--- src/hw/rtl/arpc_pkg.sv ---
// shared types and constants for the arp cache resolver
package arpc_pkg;

	// operation carried in the slave-side tuser
	typedef enum logic [1:0] {
		OP_LEARN   = 2'd0,
		OP_RESOLVE = 2'd1,
		OP_RECEIVE = 2'd2,
		OP_UNUSED  = 2'd3
	} arp_op_t;

	// configuration register indexes
	localparam logic CFG_OWN_IP      = 1'b0;
	localparam logic CFG_SUBNET_MASK = 1'b1;

	// header checks for a received packet
	localparam logic [15:0] MIN_PACKET_BYTES = 16'd28;
	localparam logic [15:0] HTYPE_ETHERNET   = 16'h0001;
	localparam logic [15:0] PTYPE_IPV4       = 16'h0800;
	localparam logic [7:0]  HLEN_MAC         = 8'd6;
	localparam logic [7:0]  PLEN_IPV4        = 8'd4;
	localparam logic [15:0] OPER_REQUEST     = 16'd1;

	localparam logic [31:0] LIMITED_BCAST = 32'hFFFF_FFFF;
	localparam logic [47:0] MAC_ALL_ONES  = 48'hFFFF_FFFF_FFFF;

	localparam int IN_DATA_W  = 192;
	localparam int OUT_DATA_W = 88;

	// one table slot as stored in the memory
	typedef struct packed {
		logic        valid;
		logic [31:0] ip;
		logic [47:0] mac;
	} arp_slot_t;

endpackage

--- src/hw/rtl/arp_cache_resolver.sv ---
// arp cache resolver: ipv4-to-mac table in one memory, scanned per request
// learn, resolve and valid receive scan every slot after accept: one read per slot, the read data
//   registered and compared, then the result registered and a learn written back in ST_DONE
// broadcast resolve, dropped packet and unused op skip the scan and go straight to ST_DONE
// one request at a time: a new request is accepted only back in ST_IDLE, after the result is registered
// reset: after arst_n a clearing pass empties the table; no request is accepted until it ends
module arp_cache_resolver
	import arpc_pkg::*;
#(
	parameter int ENTRIES = 16
) (
	input  logic                  clk,
	input  logic                  arst_n,
	// request channel
	input  logic                  s_axis_tvalid,
	output logic                  s_axis_tready,
	// addr, hw_addr, target_addr, hw_type, proto_type, hw_len, proto_len,
	// arp_oper, packet_length
	input  logic [IN_DATA_W-1:0]  s_axis_tdata,
	// op
	input  logic [1:0]            s_axis_tuser,
	// result channel
	output logic                  m_axis_tvalid,
	input  logic                  m_axis_tready,
	// resolved, is_broadcast, mac_out, send_request, send_reply,
	// target_ip_out, packet_dropped, zero pad
	output logic [OUT_DATA_W-1:0] m_axis_tdata,
	// configuration write port
	input  logic                  cfg_we,
	input  logic                  cfg_idx,
	input  logic [31:0]           cfg_wdata
);

	localparam int IDX_W = (ENTRIES > 1) ? $clog2(ENTRIES) : 1;
	localparam int CNT_W = $clog2(ENTRIES + 1);
	localparam logic [CNT_W-1:0] CNT_END  = CNT_W'(ENTRIES);
	localparam logic [IDX_W-1:0] IDX_LAST = IDX_W'(ENTRIES - 1);

	typedef enum logic [2:0] {
		ST_IDLE = 3'b001,
		ST_SCAN = 3'b010,
		ST_DONE = 3'b100
	} state_t;

	state_t state_q;

	// configuration registers
	logic [31:0] own_ip_q;
	logic [31:0] subnet_mask_q;

	// request fields unpacked
	arp_op_t     in_op;
	logic [31:0] in_addr;
	logic [47:0] in_hw;
	logic [31:0] in_tpa;
	logic [15:0] in_htype;
	logic [15:0] in_ptype;
	logic [7:0]  in_hlen;
	logic [7:0]  in_plen;
	logic [15:0] in_oper;
	logic [15:0] in_plength;

	// request held during the scan
	arp_op_t     op_q;
	logic [31:0] addr_q;
	logic [47:0] hw_q;
	logic        bcast_q;
	logic        drop_q;
	logic        reply_q;
	logic        learn_q;

	// scan results
	logic             hit_q;
	logic [IDX_W-1:0] hit_idx_q;
	logic [47:0]      hit_mac_q;
	logic             free_q;
	logic [IDX_W-1:0] free_idx_q;

	// table memory and its ports
	arp_slot_t        mem [ENTRIES];
	logic [CNT_W-1:0] scan_cnt_q;
	logic             rd_vld_s1;
	logic [IDX_W-1:0] rd_idx_s1;
	arp_slot_t        rd_data_s1;
	logic             wr_en;
	logic [IDX_W-1:0] wr_addr;
	arp_slot_t        wr_data;

	// clearing pass after reset
	logic             clr_q;
	logic [IDX_W-1:0] clr_idx_q;

	logic in_fire;
	logic out_free;
	logic in_bcast;
	logic in_drop;
	logic scan_issue;
	logic [IDX_W-1:0] learn_idx;

	// result fields
	logic        r_resolved;
	logic        r_is_bcast;
	logic [47:0] r_mac;
	logic        r_send_req;
	logic        r_send_reply;
	logic [31:0] r_target;
	logic        r_dropped;

	assign in_op      = arp_op_t'(s_axis_tuser);
	assign in_addr    = s_axis_tdata[31:0];
	assign in_hw      = s_axis_tdata[79:32];
	assign in_tpa     = s_axis_tdata[111:80];
	assign in_htype   = s_axis_tdata[127:112];
	assign in_ptype   = s_axis_tdata[143:128];
	assign in_hlen    = s_axis_tdata[151:144];
	assign in_plen    = s_axis_tdata[159:152];
	assign in_oper    = s_axis_tdata[175:160];
	assign in_plength = s_axis_tdata[191:176];

	assign s_axis_tready = (state_q == ST_IDLE) && !clr_q;
	assign in_fire       = s_axis_tvalid && s_axis_tready;
	assign out_free      = !m_axis_tvalid || m_axis_tready;

	// limited broadcast, or own network with all host bits set
	assign in_bcast = (in_addr == LIMITED_BCAST) ||
		(((in_addr & subnet_mask_q) == (own_ip_q & subnet_mask_q)) &&
		 ((in_addr & ~subnet_mask_q) == ~subnet_mask_q));

	assign in_drop = (in_plength < MIN_PACKET_BYTES) || (in_htype != HTYPE_ETHERNET) ||
		(in_ptype != PTYPE_IPV4) || (in_hlen != HLEN_MAC) || (in_plen != PLEN_IPV4);

	assign scan_issue = (state_q == ST_SCAN) && (scan_cnt_q != CNT_END);

	// update the matching slot, else the first free one, else slot 0
	assign learn_idx = hit_q ? hit_idx_q : (free_q ? free_idx_q : '0);

	// configuration
	always_ff @(posedge clk or negedge arst_n) begin
		if (!arst_n) begin
			own_ip_q      <= '0;
			subnet_mask_q <= '0;
		end else if (cfg_we) begin
			case (cfg_idx)
				CFG_OWN_IP:      own_ip_q      <= cfg_wdata;
				CFG_SUBNET_MASK: subnet_mask_q <= cfg_wdata;
				default: ;
			endcase
		end
	end

	// memory write: clearing pass or learn write-back
	always_comb begin
		wr_en   = 1'b0;
		wr_addr = clr_idx_q;
		wr_data = '0;
		if (clr_q) begin
			wr_en = 1'b1;
		end else if ((state_q == ST_DONE) && out_free && learn_q) begin
			wr_en   = 1'b1;
			wr_addr = learn_idx;
			wr_data = '{valid: 1'b1, ip: addr_q, mac: hw_q};
		end
	end

	always_ff @(posedge clk) begin
		if (wr_en) begin
			mem[wr_addr] <= wr_data;
		end
		rd_data_s1 <= mem[scan_cnt_q[IDX_W-1:0]];
		rd_idx_s1  <= scan_cnt_q[IDX_W-1:0];
	end

	// clearing pass sequencer
	always_ff @(posedge clk or negedge arst_n) begin
		if (!arst_n) begin
			clr_q     <= 1'b1;
			clr_idx_q <= '0;
		end else if (clr_q) begin
			clr_idx_q <= clr_idx_q + 1'b1;
			if (clr_idx_q == IDX_LAST) begin
				clr_q <= 1'b0;
			end
		end
	end

	// request registers, no reset needed
	always_ff @(posedge clk) begin
		if (in_fire) begin
			op_q    <= in_op;
			addr_q  <= in_addr;
			hw_q    <= in_hw;
			bcast_q <= in_bcast;
			drop_q  <= in_drop;
			reply_q <= (in_oper == OPER_REQUEST) && (in_tpa == own_ip_q);
			learn_q <= (in_op == OP_LEARN) || ((in_op == OP_RECEIVE) && !in_drop);
		end
	end

	// sequencer and scan
	always_ff @(posedge clk or negedge arst_n) begin
		if (!arst_n) begin
			state_q    <= ST_IDLE;
			scan_cnt_q <= '0;
			rd_vld_s1  <= 1'b0;
			hit_q      <= 1'b0;
			free_q     <= 1'b0;
			hit_idx_q  <= '0;
			free_idx_q <= '0;
		end else begin
			rd_vld_s1 <= scan_issue;
			if (scan_issue) begin
				scan_cnt_q <= scan_cnt_q + 1'b1;
			end
			// lowest valid match and lowest free slot
			if (rd_vld_s1) begin
				if (rd_data_s1.valid && (rd_data_s1.ip == addr_q) && !hit_q) begin
					hit_q     <= 1'b1;
					hit_idx_q <= rd_idx_s1;
				end
				if (!rd_data_s1.valid && !free_q) begin
					free_q     <= 1'b1;
					free_idx_q <= rd_idx_s1;
				end
			end
			case (state_q)
				ST_IDLE: begin
					if (in_fire) begin
						hit_q      <= 1'b0;
						free_q     <= 1'b0;
						scan_cnt_q <= '0;
						case (in_op)
							OP_LEARN:   state_q <= ST_SCAN;
							OP_RESOLVE: state_q <= in_bcast ? ST_DONE : ST_SCAN;
							OP_RECEIVE: state_q <= in_drop ? ST_DONE : ST_SCAN;
							default:    state_q <= ST_DONE;
						endcase
					end
				end
				ST_SCAN: begin
					// last slot is evaluated in this cycle
					if (rd_vld_s1 && (rd_idx_s1 == IDX_LAST)) begin
						state_q <= ST_DONE;
					end
				end
				ST_DONE: begin
					if (out_free) begin
						state_q <= ST_IDLE;
					end
				end
				default: state_q <= ST_IDLE;
			endcase
		end
	end

	always_ff @(posedge clk) begin
		if (rd_vld_s1 && rd_data_s1.valid && (rd_data_s1.ip == addr_q) && !hit_q) begin
			hit_mac_q <= rd_data_s1.mac;
		end
	end

	// result fields
	always_comb begin
		r_resolved   = 1'b0;
		r_is_bcast   = 1'b0;
		r_mac        = '0;
		r_send_req   = 1'b0;
		r_send_reply = 1'b0;
		r_target     = '0;
		r_dropped    = 1'b0;
		case (op_q)
			OP_RESOLVE: begin
				if (bcast_q) begin
					r_resolved = 1'b1;
					r_is_bcast = 1'b1;
					r_mac      = MAC_ALL_ONES;
				end else if (hit_q) begin
					r_resolved = 1'b1;
					r_mac      = hit_mac_q;
				end else begin
					r_send_req = 1'b1;
					r_target   = addr_q;
				end
			end
			OP_RECEIVE: begin
				if (drop_q) begin
					r_dropped = 1'b1;
				end else if (reply_q) begin
					r_send_reply = 1'b1;
					r_mac        = hw_q;
					r_target     = addr_q;
				end
			end
			default: ;
		endcase
	end

	// output register
	always_ff @(posedge clk or negedge arst_n) begin
		if (!arst_n) begin
			m_axis_tvalid <= 1'b0;
		end else if ((state_q == ST_DONE) && out_free) begin
			m_axis_tvalid <= 1'b1;
		end else if (m_axis_tready) begin
			m_axis_tvalid <= 1'b0;
		end
	end

	always_ff @(posedge clk) begin
		if ((state_q == ST_DONE) && out_free) begin
			m_axis_tdata <= {3'b000, r_dropped, r_target, r_send_reply, r_send_req,
				r_mac, r_is_bcast, r_resolved};
		end
	end

endmodule
--- config.mk ---
export PLATFORM = sky130hd
export DESIGN_NAME = arp_cache_resolver
export DESIGN_NICKNAME = d
export VERILOG_FILES = /design/src/hw/rtl/arpc_pkg.sv /design/src/hw/rtl/arp_cache_resolver.sv
export SDC_FILE = /design/constraint.sdc
export NUM_CORES = 2
export LEC_CHECK = 0
export ABC_CLOCK_PERIOD_IN_PS = 15600
export BUFFER_PORTS_ARGS = -buffer_cell sky130_fd_sc_hd__clkbuf_2
export CAP_MARGIN = 20
export CORE_MARGIN = 5
export CORE_UTILIZATION = 65
export CTS_CLUSTER_DIAMETER = 40
export DETAILED_ROUTE_END_ITERATION = 16
export PLACE_DENSITY_LB_ADDON = 0.05
export SYNTH_ARGS = -nofsm -noshare
export SYNTH_HDL_FRONTEND = slang
export SYNTH_SLANG_ARGS = --single-unit
--- constraint.sdc ---
create_clock -name clk -period 15.6 [get_ports clk]
set_input_delay 3.12 -clock clk [delete_from_list [all_inputs] [get_ports clk]]
set_output_delay 3.12 -clock clk [all_outputs]
set_load 0.02 [all_outputs]
* Word level (Yosys, flattened, before mapping) *
Memory sizes are Yosys's and may differ from the RTL's. A register that Yosys moved wholly into a read port is not among the register bits.
Cells that the tools add are included.

word-level totals
  output and inout bits = 90
  bits of input ports = 232
  register bits after elaboration = 312
  memories = 1
  bits in writable memories = 1,296

cells by class
  $lt $le $gt $ge = 1
  reductions and logical operators = 37
  mux-type cells = 48
  equality and inequality tests = 23
  bitwise operators = 7
  add/sub/neg operators = 2

memories
  name  words  bits a word  rd ports  clocked after Yosys merged registers in  wr ports  RTL line                  source
  mem   16     81           1         1                                        1         arp_cache_resolver.sv:80  arp_slot_t mem [ENTRIES];

operators with widths
  operator              count
  $mux 48               4
  $mux 81               2
  $eq 32x32->1          4
  $mux 32               4
  $and 32x32->32        3
  $pmux 48 s2           1
  $pmux 32 s2           1
  $eq 32x32->1 const B  1
  $not 32->32           1
  $mux 1                22
  $pmux 3 s3            2
  $eq 16x1->1 const B   1
  $lt 16x5->1 const B   1
  $mux 4                4
  $ne 16x1->1 const B   1
  $ne 16x12->1 const B  1
  $ne 8x3->1 const B    2
  $logic_and 1x1->1     15
  $mux 3                5
  $mux 5                3
  $eq 4x4->1 const B    2
  $reduce_and 2->1      4
  $logic_or 1x1->1      7
  $logic_not 1->1       6
  other kinds (15)      21

* Depth between registers and ports, before layout *
  word-level depth = 9
  mapped depth = 11
  mapped depth without buffers = 7

* Least setup slack after synthesis *
Ideal clock, no wire load.

  path type = input to register
  from = input m_axis_tready
  to = memory mem[13][0] (netlist bit), enable pin
  cell stages on the path = 7
  slack = 5,308 ps
  buffers on the path = 1
  arrival = 9,771 ps
  cell sequence = nand2b_1 nor2b_2 and3_1 buf_4 o21ai_1 or2_1 nor2_1

on the way
  longest elaborated chain between the ends = 7
  elaborated cells on any way between the ends = 9
  those cells by class = 6 x mux; 3 x reduce/logical

RTL lines
  element                            RTL line                   source
  start, declared                    arp_cache_resolver.sv:24   input logic m_axis_tready,
  $logic_or 1x1->1 *                 arp_cache_resolver.sv:122  assign out_free = !m_axis_tvalid || m_axis_tready;
  $logic_and 1x1->1 * (2 in series)  arp_cache_resolver.sv:158  end else if ((state_q == ST_DONE) && out_free && learn_q) begin
  $mux 1                             arp_cache_resolver.sv:158
  $mux 1                             arp_cache_resolver.sv:156  if (clr_q) begin
  $mux 1                             arp_cache_resolver.sv:166  if (wr_en) begin
  $mux 1 (implied by the code)       arp_cache_resolver.sv:167  mem[wr_addr] <= wr_data;
  end, declared                      arp_cache_resolver.sv:80

Mark *: on every way between the ends. The rest lies on a longest branch, timed or not.

* Worst setup path after layout *
  from = input m_axis_tready
  to = memory mem[2][12] (netlist bit), enable pin

Same word-level chain as after synthesis.

==> out/metrics.sh <==
CRITPATHLAUNCHTYPE='input pin'
CRIT_BUF_INV=5
TIMING.CRITICAL_PATH.SLOWEST_CELL_DELAY_NS=0.80
SYNTH_SEQ_CELLS=1689
DATA_REQUIRED_CRITICAL_PATH_NS=15.98
CRITPATHARRIVALTIME_NS=7.40
SYNTH-EDFF-COUNT=1515
LAYOUT.CELLS.MOST_COMMON_LIST='sky130_fd_sc_hd__edfxtp_1, sky130_fd_sc_hd__mux4_2, sky130_fd_sc_hd__clkbuf_2'
SYNTH_SIMPLE_GATE_AREA_SHARE_PCT=2.68
DIE-WIDTH_UM=323
PLACE.DETAILED.INSTANCES=4399
LAYOUT.CORE_UTILIZATION_PCT=75.5
FINALSETUPVIOLATIONS=0
POST_ROUTE_DRC=0
SYNTH-XOR-AREA-SHARE_PCT=1.41
GP_CONGESTION=0.913
CRITPATHCAPTURETYPE='flip-flop'
DESIGN.FINAL.NETS=3550
SYNTHESIS.INSTANCES=2887
TRITONCTS.NUM_BUFFERS=183
EFFECTIVE_UTILIZATION_AT_FLOORPLAN_PCT=65.6
WORST_CASE_HEADROOM_TO_THE_MAX_SLEW_LIMIT_PCT=18.3
SYNTH_SEQUENTIAL_AREA_RATIO_PCT=77.8
ROUTE.DETAILED.WL_PER_INST_UM=31.0
VIA_COUNT=31000
GLOBAL_ROUTE_WIRE_LENGTH_BEFORE_REPAIR_UM=216000
SYNTH_COMPOUND_GATE_AREA_SHARE_PCT=1.34
WORST_HOLD_PATH_TYPE='reg2reg'
CRITICAL_PATH.CELL_CHAIN='clkbuf_2 > nand2b_1 > nor2b_4 > buf_4 > and3_4 > inv_1 > o22ai_1 > nand2_1 > nor2_4 > buf_4 > buf_4'
GRT_START_MAX_NET_PINS=156
CTS.REPORTEDPATHS.CLKPINSLEW_NS=0.06
CRITICAL_PATH_START_END_CLASSIFICATION='in2reg'
PATH_COMMON_CELL='sky130_fd_sc_hd__buf_4'
DRT_WL_TOTAL_UM=147000
ASYNC_RESET_FF_SHARE_PCT=5.27
MOSTFREQUENTLAYOUTCELL='sky130_fd_sc_hd__edfxtp_1'
ANTENNA_CELLS=0
P_TOTAL_mW=10.6
TIMING.MAX_CAP.VIOLATIONS=0
STATUS='finished clean'
CTS_RESIZED=0
MAXSLEWVIOLCOUNT=0
PORTBUFFERS=316
TIMING.FINAL.HOLD_VIOLATIONS=0
FLOORPLAN.IO_PINS=322
CRIT_CELLS=11
INITIAL_DRC_COUNT=3653
SYNTH.AVG_CELL_AREA_UM2=22.0
SETUP_TNS_NS=0
DIEHEIGHT_UM=323
FINAL.PERIOD_UTILIZATION_PCT=45.0
FIN_SKEW_NS=0.0237
LAYOUT-DRIVE-GT1-SHARE_PCT=33.9
DIE_OUTLINE_AREA_UM2=104000
DPL_WORST_SLACK_NS=7.80
SYNTHDISTINCTLIBCELLS=49
SYNTH-ADDER-AREA-SHARE_PCT=0.0984
CPMAXSTAGEDELAYCELL='sky130_fd_sc_hd__buf_4'
PLACEABLECOREAREA_UM2=96900
WORSTPATHMAXFANOUT=46
INSTANCES_NO_FILL=4744
GR-USAGE-ALL-LAYERS_PCT=28.8
FINAL.MIN_CLOCK_PERIOD_NS=7.02
CTSHTREEMAXLEVEL=4
TRITONCTS_NUM_SINKS=1689
SYNTH_TOP_FAMILY_BY_AREA='multiplexers'
PWR_DENSITY_CELL_nW_PER_UM2=145
VIA_COUNT_OF_THE_FIRST_GLOBAL_ROUTING_PASS=32500
CTS-HOLD-FIX-BUFFERS=0
ANTENNA_FOUND_INITIAL=0
CTS_POST_SETUP_BUFFERS_INSERTED=0
TRITONROUTE_PASS_1_ITERS=5
POSTROUTEANTENNANETS=0
SYNTH_AREA_UM2=63600
FMAX_MHz=142
WHS_PATH_DEPTH=0
GRT_OVERFLOW_TOTAL=0
CLOCK_LATENCY_NS=0.78
DETAIL_ROUTE.VIAS_PER_CELL=6.54
POST_SYNTH_MUX_AREA_SHARE_PCT=15.7
YOSYS_WARNINGS=0
UNREPAIRED_SETUP_ENDPOINTS_AFTER_GLOBAL_ROUTING='no'
WORST_PATH_DOMINANT_CELL_FAMILY='simple AND/OR/NAND/NOR gates'
CTS_TREE='done'
DPL.HPWL_UM=78800
FINALWORSTSETUPSLACK_NS=8.58
P_LEAK_nW=24.8
WORST_PIN_SLEW_NS=1.21
WORST-R2R-CELL-COUNT=10
SYNTH_FF_TYPE='sky130_fd_sc_hd__edfxtp_1'
IR_DROP_mV=0.117
CTS_MAX_PATH_BUFFERS=3
ROWS=114
CLOCK-ROOT-BUFFER='sky130_fd_sc_hd__clkbuf_16'
AREA_GROWTH_SYN_TO_LAYOUT_PCT=15.0
[synthesized netlist by cell type (7+ instances only)]
master	instances	area share (%)
sky130_fd_sc_hd__mux4_2	405	14
sky130_fd_sc_hd__edfxtp_1	1515	72
sky130_fd_sc_hd__xor2_1	78	1.1
sky130_fd_sc_hd__clkbuf_2	7	0.055
sky130_fd_sc_hd__inv_1	10	0.059
sky130_fd_sc_hd__nand2_1	71	0.42
sky130_fd_sc_hd__buf_1	19	0.11
sky130_fd_sc_hd__clkbuf_1	68	0.40
sky130_fd_sc_hd__o22ai_1	17	0.17
sky130_fd_sc_hd__buf_2	34	0.27
sky130_fd_sc_hd__dfxtp_1	85	2.7
sky130_fd_sc_hd__nor4_1	30	0.30
sky130_fd_sc_hd__a22oi_1	12	0.14
sky130_fd_sc_hd__and2_1	117	1.2
sky130_fd_sc_hd__dfrtp_1	87	3.4
sky130_fd_sc_hd__o21ai_0	53	0.42
sky130_fd_sc_hd__mux2_2	73	1.3
sky130_fd_sc_hd__a21oi_1	56	0.44
sky130_fd_sc_hd__xnor2_1	24	0.33
sky130_fd_sc_hd__nor2_1	37	0.22
sky130_fd_sc_hd__nand4_1	25	0.25
[registers in the layout, summed over array words and instances, names as in the netlist, 2 cells and up]
name	count
scan_cnt_q	5
rd_data_s1	81
state_q	3
free_idx_q	4
hit_mac_q	48
m_axis_tdata	85
own_ip_q	32
rd_idx_s1	4
mem	1296
clr_idx_q	4
hit_idx_q	4
addr_q	32
hw_q	48
op_q	2
subnet_mask_q	32
[through the flow]
step                area [µm²]  hold WS, ns
finish                   73100        0.392
detailed placement       66700        0.389
CTS                      73000        0.392
global placement         66700        0.387
global route             73100        0.401
floorplan                63600        0.372
[power breakdown]
group	internal, mW	switching, mW	total [mW]	leakage, nW
registers	5.08	0.122	5.21	16.4
logic	0.481	0.532	1.01	5.35
clock network	2.68	1.73	4.41	3.05
total	8.24	2.39	10.6	24.8
[per-layer routing]
layer | vias up | share of wire, % | GRT usage, %
met5 | - | 0 | 0
li1 | 12800 | - | -
met1 | 16500 | 38 | 41.0
met3 | 235 | 7.6 | 4.37
met4 | 0 | 2.4 | 8.32
met2 | 1530 | 52 | 48.0
[area by class of cell]
class	count	area, µm²
multi-input combinational	1052	13600
tap	1276	1600
clock inverter	101	1310
clock buffer	239	4970
fill	5231	23700
inverter	10	37.5
timing repair buffer	377	2120
sequential	1689	49400
[cell families after synthesis]
kind of cell / after synthesis
mux: 479
xor+xnor: 102
simple gates: 311
compound gates: 152
buf+inv: 148
fa+ha+maj: 5
flops: 1689
other cells: 1
[worst paths after layout]
| kind | from | to | slack [ns] |
|---|---|---|---|
| max | m_axis_tready | mem[2][12]$_DFFE_PP_ | 8.58 |
| min | rd_data_s1[12]$_DFF_P_ | hit_mac_q[12]$_DFFE_PP_ | 0.39 |
| max reg2reg | state_q[2]$_DFFE_PN0P_ | mem[2][12]$_DFFE_PP_ | 10.32 |
| min reg2reg | rd_data_s1[12]$_DFF_P_ | hit_mac_q[12]$_DFFE_PP_ | 0.39 |
| max in group asynchronous | arst_n | scan_cnt_q[0]$_DFF_PN0_ | 12.06 |
| min in group asynchronous | arst_n | own_ip_q[30]$_DFFE_PN0P_ | 2.25 |
[worst reg2reg max path, cell delays in order, from the launching register on]
cell and delay [ns]:
sky130_fd_sc_hd__dfrtp_1 0.43, sky130_fd_sc_hd__or3b_1 0.48, sky130_fd_sc_hd__nor2b_4 0.14, sky130_fd_sc_hd__buf_4 0.50
sky130_fd_sc_hd__and3_4 0.62, sky130_fd_sc_hd__inv_1 0.09, sky130_fd_sc_hd__o22ai_1 0.23, sky130_fd_sc_hd__nand2_1 0.30
sky130_fd_sc_hd__nor2_4 0.70, sky130_fd_sc_hd__buf_4 0.50, sky130_fd_sc_hd__buf_4 0.82
(Power assumes the default switching activity.)
